<file path="config.mk">
export PLATFORM = sky130hd
export DESIGN_NAME = instruction_hazard_detector_flat
export DESIGN_NICKNAME = d
export VERILOG_FILES = /design/src/design/ihd_pkg.sv /design/src/design/ihd_ifs.sv /design/src/design/instruction_hazard_detector.sv /design/src/design/ihd_ram.sv /design/src/design/ihd_ctrl.sv /design/src/design/ihd_datapath.sv /design/src/flat_wrapper.sv
export SDC_FILE = /design/constraint.sdc
export NUM_CORES = 1
export LEC_CHECK = 0
export ABC_CLOCK_PERIOD_IN_PS = 6550
export BUFFER_PORTS_ARGS = -buffer_cell sky130_fd_sc_hd__buf_2
export CAP_MARGIN = 20
export CORE_MARGIN = 2
export CORE_UTILIZATION = 29
export DETAILED_ROUTE_END_ITERATION = 10
export SLEW_MARGIN = 20
export SYNTH_ARGS = -nofsm -noshare
export SYNTH_HDL_FRONTEND = slang
export SYNTH_HIERARCHICAL = 1
export SYNTH_SLANG_ARGS = --single-unit
export TNS_END_PERCENT = 50
</file>
<file path="constraint.sdc">
create_clock -name clk -period 6.55 [get_ports clk]
set_input_delay 0.655 -clock clk [delete_from_list [all_inputs] [get_ports clk]]
set_output_delay 0.655 -clock clk [all_outputs]
set_load 0.01 [all_outputs]
</file>
<file path="src/design/ihd_pkg.sv">
`timescale 1ns / 1ps

package ihd_pkg;

	localparam int unsigned CODE_W = 8;
	localparam int unsigned MASK_W = 32;
	localparam int unsigned POS_W  = 6;

	typedef logic [CODE_W-1:0] code_t;
	typedef logic [MASK_W-1:0] mask_t;

	typedef struct packed {
		logic  first;
		logic  is_branch;
		logic  is_load;
		code_t dest_code;
		code_t src_a_code;
		code_t src_b_code;
	} in_item_t;

	typedef struct packed {
		logic [POS_W-1:0] position;
		mask_t            raw_mask;
		mask_t            war_mask;
		mask_t            waw_mask;
		logic             load_use;
		logic             overflow;
	} out_item_t;

	// one stored window entry
	typedef struct packed {
		logic  is_branch;
		logic  is_load;
		code_t dest_code;
		code_t src_a_code;
		code_t src_b_code;
	} entry_t;

	typedef struct packed {
		logic capture;
		logic rd_issue;
		logic finish;
	} ctrl_cmd_t;

	typedef struct packed {
		logic empty;
		logic full;
		logic last_issue;
		logic out_free;
	} ctrl_status_t;

	// absent operands never match
	function automatic logic same_reg(input code_t x, input code_t y);
		return (x != '0) && (x == y);
	endfunction

endpackage

</file>
<file path="src/design/ihd_ifs.sv">
`timescale 1ns / 1ps

interface ihd_in_if;
	logic             valid;
	logic             ready;
	ihd_pkg::in_item_t payload;

	modport source (output valid, output payload, input ready);
	modport sink (input valid, input payload, output ready);
endinterface

interface ihd_out_if;
	logic              valid;
	logic              ready;
	ihd_pkg::out_item_t payload;

	modport source (output valid, output payload, input ready);
	modport sink (input valid, input payload, output ready);
endinterface

</file>
<file path="src/design/instruction_hazard_detector.sv">
`timescale 1ns / 1ps

// Instruction hazard detector.
// in_ch takes one decoded instruction per item (first, branch and load marks,
// destination and two source codes, code 0 meaning absent). out_ch returns one
// item per instruction: its window position, RAW/WAR/WAW masks over earlier
// non-branch entries, a load-use flag and an overflow flag.
// Each item walks the stored entries through one shared set of comparators, one
// entry per cycle from the window RAM's read port: the item is captured, each
// stored entry is read and compared, a drain step takes the last read, and a
// final step loads the result (an empty or full window skips straight to it).
// One item is worked on at a time; in_ch is ready again as soon as the result
// is loaded into the output register, so the next item can be taken while that
// result waits.
// A stalled out_ch holds the result and the block waits in its final step
// before storing the next instruction.
// Reset empties the window (entry count zero) and drops any pending result.
// A first mark restarts the window at position one; a full window reports
// overflow with position 0 and stores nothing.
module instruction_hazard_detector #(
	parameter int unsigned WINDOW = 32
) (
	input logic             clk,
	input logic             arst_n,
	ihd_in_if.sink          in_ch,
	ihd_out_if.source       out_ch
);

	ihd_pkg::ctrl_cmd_t    cmd;
	ihd_pkg::ctrl_status_t status;

	ihd_ctrl u_ctrl (
		.clk      (clk),
		.arst_n   (arst_n),
		.in_valid (in_ch.valid),
		.in_ready (in_ch.ready),
		.status   (status),
		.cmd      (cmd)
	);

	ihd_datapath #(
		.WINDOW (WINDOW)
	) u_datapath (
		.clk         (clk),
		.arst_n      (arst_n),
		.cmd         (cmd),
		.status      (status),
		.in_payload  (in_ch.payload),
		.out_valid   (out_ch.valid),
		.out_ready   (out_ch.ready),
		.out_payload (out_ch.payload)
	);

endmodule

</file>
<file path="src/design/ihd_ram.sv">
`timescale 1ns / 1ps

module ihd_ram #(
	parameter int unsigned WIDTH = 26,
	parameter int unsigned DEPTH = 32
) (
	input  logic                     clk,
	input  logic                     we,
	input  logic [$clog2(DEPTH)-1:0] waddr,
	input  logic [WIDTH-1:0]         wdata,
	input  logic [$clog2(DEPTH)-1:0] raddr,
	output logic [WIDTH-1:0]         rdata
);

	logic [WIDTH-1:0] mem [DEPTH];

	always_ff @(posedge clk) begin
		if (we) begin
			mem[waddr] <= wdata;
		end
		rdata <= mem[raddr];
	end

endmodule

</file>
<file path="src/design/ihd_ctrl.sv">
`timescale 1ns / 1ps

module ihd_ctrl (
	input  logic                  clk,
	input  logic                  arst_n,
	input  logic                  in_valid,
	output logic                  in_ready,
	input  ihd_pkg::ctrl_status_t status,
	output ihd_pkg::ctrl_cmd_t    cmd
);

	localparam logic [1:0] S_IDLE  = 2'd0;
	localparam logic [1:0] S_SCAN  = 2'd1;
	localparam logic [1:0] S_DRAIN = 2'd2;
	localparam logic [1:0] S_FIN   = 2'd3;

	logic [1:0] state_q;
	logic [1:0] state_d;

	assign in_ready = (state_q == S_IDLE);

	always_comb begin
		state_d      = state_q;
		cmd.capture  = 1'b0;
		cmd.rd_issue = 1'b0;
		cmd.finish   = 1'b0;
		case (state_q)
			S_IDLE: begin
				if (in_valid) begin
					cmd.capture = 1'b1;
					state_d     = S_SCAN;
				end
			end
			S_SCAN: begin
				// nothing to walk when empty; full window skips the walk too
				if (status.empty || status.full) begin
					state_d = S_FIN;
				end else begin
					cmd.rd_issue = 1'b1;
					if (status.last_issue) begin
						state_d = S_DRAIN;
					end
				end
			end
			S_DRAIN: begin
				state_d = S_FIN;
			end
			S_FIN: begin
				if (status.out_free) begin
					cmd.finish = 1'b1;
					state_d    = S_IDLE;
				end
			end
			default: begin
				state_d = S_IDLE;
			end
		endcase
	end

	always_ff @(posedge clk or negedge arst_n) begin
		if (!arst_n) begin
			state_q <= S_IDLE;
		end else begin
			state_q <= state_d;
		end
	end

endmodule

</file>
<file path="src/design/ihd_datapath.sv">
`timescale 1ns / 1ps

module ihd_datapath #(
	parameter int unsigned WINDOW = 32
) (
	input  logic                  clk,
	input  logic                  arst_n,
	input  ihd_pkg::ctrl_cmd_t    cmd,
	output ihd_pkg::ctrl_status_t status,
	input  ihd_pkg::in_item_t     in_payload,
	output logic                  out_valid,
	input  logic                  out_ready,
	output ihd_pkg::out_item_t    out_payload
);

	localparam int unsigned CW = $clog2(WINDOW + 1);
	localparam int unsigned IW = $clog2(WINDOW);
	localparam int unsigned EW = $bits(ihd_pkg::entry_t);

	ihd_pkg::in_item_t item_q;
	logic [CW-1:0]     count_q;
	logic [CW-1:0]     k_q;
	logic [CW-1:0]     k_s1;
	logic              rd_s1;
	ihd_pkg::mask_t    raw_q;
	ihd_pkg::mask_t    war_q;
	ihd_pkg::mask_t    waw_q;
	logic              lu_q;
	logic              out_valid_q;
	ihd_pkg::out_item_t out_q;

	ihd_pkg::entry_t   rd_entry;
	logic [EW-1:0]     rd_bits;
	ihd_pkg::entry_t   wr_entry;
	logic [CW-1:0]     last_idx;
	logic [CW:0]       pos_sum;
	logic              full;
	logic              hit_r;
	logic              hit_w;
	logic              hit_o;
	ihd_pkg::mask_t    bit_sel;

	assign full     = (count_q >= CW'(WINDOW));
	assign last_idx = count_q - CW'(1);
	assign pos_sum  = {1'b0, count_q} + (CW+1)'(1);

	assign status.empty      = (count_q == '0);
	assign status.full       = full;
	assign status.last_issue = (k_q == last_idx);
	assign status.out_free   = !out_valid_q || out_ready;

	assign wr_entry.is_branch  = item_q.is_branch;
	assign wr_entry.is_load    = item_q.is_load;
	assign wr_entry.dest_code  = item_q.dest_code;
	assign wr_entry.src_a_code = item_q.src_a_code;
	assign wr_entry.src_b_code = item_q.src_b_code;

	ihd_ram #(
		.WIDTH (EW),
		.DEPTH (WINDOW)
	) u_ram (
		.clk   (clk),
		.we    (cmd.finish && !full),
		.waddr (count_q[IW-1:0]),
		.wdata (wr_entry),
		.raddr (k_q[IW-1:0]),
		.rdata (rd_bits)
	);

	assign rd_entry = rd_bits;

	// compare the entry read last cycle against the held item
	assign hit_r = !rd_entry.is_branch &&
		(ihd_pkg::same_reg(rd_entry.dest_code, item_q.src_a_code) ||
		 ihd_pkg::same_reg(rd_entry.dest_code, item_q.src_b_code));
	assign hit_w = !rd_entry.is_branch &&
		(ihd_pkg::same_reg(rd_entry.src_a_code, item_q.dest_code) ||
		 ihd_pkg::same_reg(rd_entry.src_b_code, item_q.dest_code));
	assign hit_o = !rd_entry.is_branch &&
		ihd_pkg::same_reg(rd_entry.dest_code, item_q.dest_code);

	// entries at index 32 and up get no mask bit
	assign bit_sel = (32'(k_s1) < ihd_pkg::MASK_W) ? (ihd_pkg::mask_t'(1) << k_s1) : '0;

	always_ff @(posedge clk) begin
		if (cmd.capture) begin
			item_q <= in_payload;
			raw_q  <= '0;
			war_q  <= '0;
			waw_q  <= '0;
			lu_q   <= 1'b0;
		end else if (rd_s1) begin
			if (hit_r) raw_q <= raw_q | bit_sel;
			if (hit_w) war_q <= war_q | bit_sel;
			if (hit_o) waw_q <= waw_q | bit_sel;
			if (hit_r && rd_entry.is_load && (k_s1 == last_idx)) lu_q <= 1'b1;
		end
		k_s1 <= k_q;
		if (cmd.finish) begin
			if (full) begin
				out_q.position <= '0;
				out_q.raw_mask <= '0;
				out_q.war_mask <= '0;
				out_q.waw_mask <= '0;
				out_q.load_use <= 1'b0;
				out_q.overflow <= 1'b1;
			end else begin
				out_q.position <= ihd_pkg::POS_W'(pos_sum);
				out_q.raw_mask <= raw_q;
				out_q.war_mask <= war_q;
				out_q.waw_mask <= waw_q;
				out_q.load_use <= lu_q;
				out_q.overflow <= 1'b0;
			end
		end
	end

	always_ff @(posedge clk or negedge arst_n) begin
		if (!arst_n) begin
			count_q     <= '0;
			k_q         <= '0;
			rd_s1       <= 1'b0;
			out_valid_q <= 1'b0;
		end else begin
			rd_s1 <= cmd.rd_issue;
			if (cmd.capture) begin
				k_q <= '0;
				if (in_payload.first) begin
					count_q <= '0;
				end
			end else if (cmd.rd_issue) begin
				k_q <= k_q + CW'(1);
			end
			if (cmd.finish) begin
				out_valid_q <= 1'b1;
				if (!full) begin
					count_q <= count_q + CW'(1);
				end
			end else if (out_ready) begin
				out_valid_q <= 1'b0;
			end
		end
	end

	assign out_valid   = out_valid_q;
	assign out_payload = out_q;

endmodule

</file>
<file path="src/flat_wrapper.sv">
// flat-port wrapper written by rule: the top's interface ports become plain ports
module instruction_hazard_detector_flat 
#(
	parameter int unsigned WINDOW = 32
)
  (clk, arst_n, in_ch_valid, in_ch_payload, in_ch_ready, out_ch_valid, out_ch_payload, out_ch_ready);
  ihd_in_if in_ch_i ();
  ihd_out_if out_ch_i ();
  input logic clk;
  input logic arst_n;
  input wire logic [$bits(in_ch_i.valid)-1:0] in_ch_valid;
  input wire logic [$bits(in_ch_i.payload)-1:0] in_ch_payload;
  output wire logic [$bits(in_ch_i.ready)-1:0] in_ch_ready;
  output wire logic [$bits(out_ch_i.valid)-1:0] out_ch_valid;
  output wire logic [$bits(out_ch_i.payload)-1:0] out_ch_payload;
  input wire logic [$bits(out_ch_i.ready)-1:0] out_ch_ready;
  assign in_ch_i.valid = in_ch_valid;
  assign in_ch_i.payload = in_ch_payload;
  assign in_ch_ready = in_ch_i.ready;
  assign out_ch_valid = out_ch_i.valid;
  assign out_ch_payload = out_ch_i.payload;
  assign out_ch_i.ready = out_ch_ready;
  instruction_hazard_detector #(.WINDOW(WINDOW)) u_core (.clk(clk), .arst_n(arst_n), .in_ch(in_ch_i), .out_ch(out_ch_i));
endmodule
</file>
==> metrics.txt <==
# TYPE chip_impl_metric gauge
chip_impl_metric{name="clock_tree.htree_level_count",unit=""} 3
chip_impl_metric{name="powerDensity",unit="nW/um2"} 397
chip_impl_metric{name="drv_slew",unit=""} 0
chip_impl_metric{name="grt_pass1_vias",unit=""} 22189
chip_impl_metric{name="internal_power",unit="mW"} 13.6
chip_impl_metric{name="post-route-worst-setup-slack",unit="ps"} 2870
chip_impl_metric{name="final_antenna_net_count",unit=""} 0
chip_impl_info{name="yosys-top-cells-area",value="sky130_fd_sc_hd__edfxtp_1 68%, sky130_fd_sc_hd__mux2i_1 9.8%, sky130_fd_sc_hd__dfxtp_1 6.1%"} 1
chip_impl_metric{name="cts_made_buffers",unit=""} 109
chip_impl_metric{name="skew_pair_late_insertion_delay",unit="ps"} 720
chip_impl_info{name="holdCritPathClass",value="in -> reg"} 1
chip_impl_metric{name="synthesis.instances",unit=""} 2642
chip_impl_metric{name="route.vias.total",unit=""} 23338
chip_impl_info{name="cts_tree",value="built"} 1
chip_impl_metric{name="average_size_of_a_mapped_cell",unit="um2"} 16.1
chip_impl_metric{name="routabilityCongestion",unit=""} 0.848
chip_impl_metric{name="synth-warning-count",unit=""} 6
chip_impl_metric{name="total_wire_length_after_detailed_routing",unit="mm"} 112
chip_impl_metric{name="tritoncts_num_sinks",unit=""} 1107
chip_impl_metric{name="floorplan.die_area",unit="um2"} 150000
chip_impl_metric{name="timing.critical_path.slowest_cell_delay",unit="ps"} 690
chip_impl_metric{name="power.share.switching",unit="%"} 30.7
chip_impl_metric{name="die_w",unit="um"} 387
chip_impl_metric{name="share_clk_of_total_power",unit="%"} 32.5
chip_impl_info{name="cp-start-kind",value="flop"} 1
chip_impl_info{name="synth_top_cells_by_count",value="962 x sky130_fd_sc_hd__edfxtp_1, 418 x sky130_fd_sc_hd__mux2i_1, 146 x sky130_fd_sc_hd__nor2_1"} 1
chip_impl_metric{name="cellLeakagePower",unit="nW"} 16.3
chip_impl_info{name="worstHoldStart",value="in_ch_payload[15]"} 1
chip_impl_metric{name="power.combinational.fraction",unit="%"} 22.9
chip_impl_metric{name="clock_skew",unit="ps"} 35.3
chip_impl_metric{name="layout-area-overhead-vs-synth",unit="%"} 15.9
chip_impl_info{name="cpMaxStageDelayCell",value="sky130_fd_sc_hd__nor2_4"} 1
chip_impl_metric{name="timing.final.crit_period",unit="ps"} 3680
chip_impl_info{name="path_delay_family",value="simple AND/OR/NAND/NOR gates"} 1
chip_impl_metric{name="grt_first_pass_wirelength",unit="mm"} 158
chip_impl_info{name="post-synth-top-count-cell",value="sky130_fd_sc_hd__edfxtp_1"} 1
chip_impl_metric{name="die_h",unit="um"} 387
chip_impl_metric{name="power_switching",unit="mW"} 6.00
chip_impl_metric{name="cts.reportedPaths.clkPinSlew",unit="ps"} 60
chip_impl_metric{name="timing.final.crit_share",unit="%"} 56.1
chip_impl_info{name="startpoint_of_the_most_critical_register_to_register_path",value="u_core/u_ctrl/state_q[0]"} 1
chip_impl_metric{name="initial_core_util",unit="%"} 29.2
chip_impl_metric{name="vdd_ir_drop_max",unit="mV"} 0.285
chip_impl_metric{name="share_seq_of_total_power",unit="%"} 44.6
chip_impl_metric{name="fp-row-count",unit=""} 140
chip_impl_metric{name="achievable-frequency",unit="MHz"} 272
chip_impl_metric{name="fin_setup_tns",unit="ps"} 0
chip_impl_metric{name="congestion_overflow_gr",unit=""} 0
chip_impl_info{name="crit_type",value="reg -> reg"} 1
chip_impl_metric{name="synth-seq-area-share",unit="%"} 75.0
chip_impl_metric{name="worst_slew_pin_slew",unit="ps"} 1060
chip_impl_info{name="crit_path_start",value="u_core/u_ctrl/state_q[0]"} 1
chip_impl_metric{name="vias_per_cell",unit=""} 4.84
chip_impl_metric{name="finish.net_count",unit=""} 2843
chip_impl_metric{name="number_of_top_level_pins",unit=""} 137
chip_impl_metric{name="ys_async_sr_fraction",unit="%"} 1.45
chip_impl_metric{name="postSynthRegisterBits",unit=""} 1107
chip_impl_metric{name="grt_start_max_net_pins",unit=""} 105
chip_impl_info{name="synth_largest_area_cell",value="sky130_fd_sc_hd__edfxtp_1"} 1
chip_impl_metric{name="syn_area",unit="um2"} 42500
chip_impl_info{name="critical_path_cell_list",value="ha_1 -> and2_4 -> nand2b_1 -> inv_1 -> nand3b_1 -> buf_4 -> nor2_4"} 1
chip_impl_metric{name="worst_ep_required_time",unit="ps"} 6880
chip_impl_metric{name="edff_count_synth",unit=""} 962
chip_impl_metric{name="detail_route.wl_per_cell",unit="um"} 23.2
chip_impl_metric{name="synthDominantCellAreaShare",unit="%"} 68.0
chip_impl_metric{name="placement.io_buffers",unit=""} 136
chip_impl_metric{name="critPathMaxFanout",unit=""} 37
chip_impl_info{name="outcome",value="completed"} 1
chip_impl_info{name="grt_setup_unrepaired",value="no"} 1
chip_impl_metric{name="grt_antenna_before_repair",unit=""} 2
chip_impl_metric{name="layout-drive-gt1-share",unit="%"} 14.6
chip_impl_info{name="endpoint_kind",value="flop"} 1
chip_impl_metric{name="drc",unit=""} 0
chip_impl_metric{name="dp_worst_setup_slack",unit="ps"} 2600
chip_impl_metric{name="core_area",unit="um2"} 146000
chip_impl_metric{name="timing.critical_path.arrival",unit="ps"} 4010
chip_impl_metric{name="cap_viol_max_count",unit=""} 0
chip_impl_metric{name="grt.total_usage",unit="%"} 14.4
chip_impl_metric{name="synth_cell_type_count",unit=""} 57
chip_impl_info{name="dominantRegCellSynth",value="sky130_fd_sc_hd__edfxtp_1"} 1
chip_impl_metric{name="max-slew-margin-rel",unit="%"} 29.5
chip_impl_metric{name="synth_nets",unit=""} 2681
chip_impl_info{name="cts.root.buffer_cell",value="sky130_fd_sc_hd__clkbuf_16"} 1
chip_impl_metric{name="setup-violations-final",unit=""} 0
chip_impl_metric{name="drt_iter0_markers",unit=""} 2275
chip_impl_metric{name="final-hold-violation-count",unit=""} 0
chip_impl_metric{name="cts_max_path_buffers",unit=""} 3
chip_impl_metric{name="worst-path-buf-inv",unit=""} 2
chip_impl_metric{name="drt_first_pass_iters",unit=""} 5
chip_impl_metric{name="hpwlAfterDp",unit="mm"} 66.9
## state kept, by name (all words and copies together) (netlist names)
register and count:
u_core/u_datapath/k_q 6, u_core/u_datapath/out_payload 104, u_core/u_datapath/item_q 26, u_core/u_datapath/lu_q 1
u_core/u_datapath/raw_q 32, u_core/u_datapath/u_ram/mem 832, u_core/u_datapath/waw_q 32, u_core/u_datapath/count_q 6
u_core/u_ctrl/state_q 2, u_core/u_datapath/k_s1 6, u_core/u_datapath/u_ram/rdata 26, u_core/u_datapath/rd_s1 1
u_core/u_datapath/war_q 32, u_core/u_datapath/out_valid 1
## layout make-up
class	instances	area, um2
Multi-Input combinational cell	1318	9830
Clock buffer	146	3050
Tap cell	1917	2400
Timing Repair Buffer	196	1200
Antenna cell	1	2.50
Inverter	72	270
Sequential cell	1107	31900
Clock inverter	61	642
Fill cell	13819	96300
## per-layer routing
layer	up-vias	part of all wire (%)	GRT usage, %
met5	-	0.011	0
met4	2	2.9	5.09
met3	162	6.6	2.16
met2	923	48	23.5
met1	11805	43	19.5
li1	10446	-	-
## power groups by stage
stage	Clock [mW]	Sequential [mW]	Combinational, mW
3_5_place_dp	0	8.88	4.46
3_3_place_gp	0	8.88	4.43
6_report	6.36	8.73	4.47
5_1_grt	6.76	8.77	4.67
2_1_floorplan	0	8.93	2.68
4_1_cts	6.49	8.73	4.47
## repair_timing
action	in CTS	in global routing
setup endpoints to repair	0	0
setup buffers	0	0
resized for setup	0	0
endpoints found under the hold margin	16	0
hold buffers	1	0
## worst register-to-register path, cell delays in order (launching register included)
cell                       delay (ps)
sky130_fd_sc_hd__dfrtp_1          440
sky130_fd_sc_hd__ha_1             220
sky130_fd_sc_hd__and2_4           460
sky130_fd_sc_hd__nand2b_1         180
sky130_fd_sc_hd__inv_1            260
sky130_fd_sc_hd__nand3b_1         590
sky130_fd_sc_hd__buf_4            450
sky130_fd_sc_hd__nor2_4           700
## cells by family after synthesis
logic type,count (synthesis),synth area share [%]
flops,1107,75.0
simple gates,475,5.35
mux,419,9.88
compound gates,353,5.69
buf+inv,217,2.54
xor+xnor,63,1.32
fa+ha+maj,8,0.236
## cell usage in the layout, fill, tap and decap left out, types with 78 or more instances in the layout
cell,instances
sky130_fd_sc_hd__edfxtp_1,962
sky130_fd_sc_hd__mux2i_1,418
sky130_fd_sc_hd__buf_2,136
sky130_fd_sc_hd__dfxtp_1,129
sky130_fd_sc_hd__clkbuf_16,113
sky130_fd_sc_hd__nor2_1,113
sky130_fd_sc_hd__a21oi_1,112
sky130_fd_sc_hd__nand2_1,98
sky130_fd_sc_hd__nand3_1,96
sky130_fd_sc_hd__a22oi_1,78
## through the flow
stage	hold slack [ps]	area [um2]	utilization [%]	power (mW)	std cells
finish	112	49300	33.8	19.6	4818
detailed placement	447	45600	31.3	13.3	4609
global placement	440	45600	31.3	13.3	4608
global route	98.7	49300	33.8	20.2	4817
CTS	60.4	49300	33.8	19.7	4817
floorplan	359	42500	-	11.6	2642
## final timing paths
kind | depth (start not counted) | to | slack, ps
max reg2reg | 7 | u_core/u_datapath/u_ram/mem[21][3] | 2870
max | 7 | u_core/u_datapath/u_ram/mem[21][3] | 2870
min | 1 | u_core/u_datapath/item_q[15] | 110
max in group asynchronous | 2 | u_core/u_datapath/k_q[0] | 5850
min in group asynchronous | 2 | u_core/u_datapath/count_q[5] | 400
min reg2reg | 2 | u_core/u_datapath/waw_q[30] | 460
Note: power is estimated with default switching activity, not from simulation.
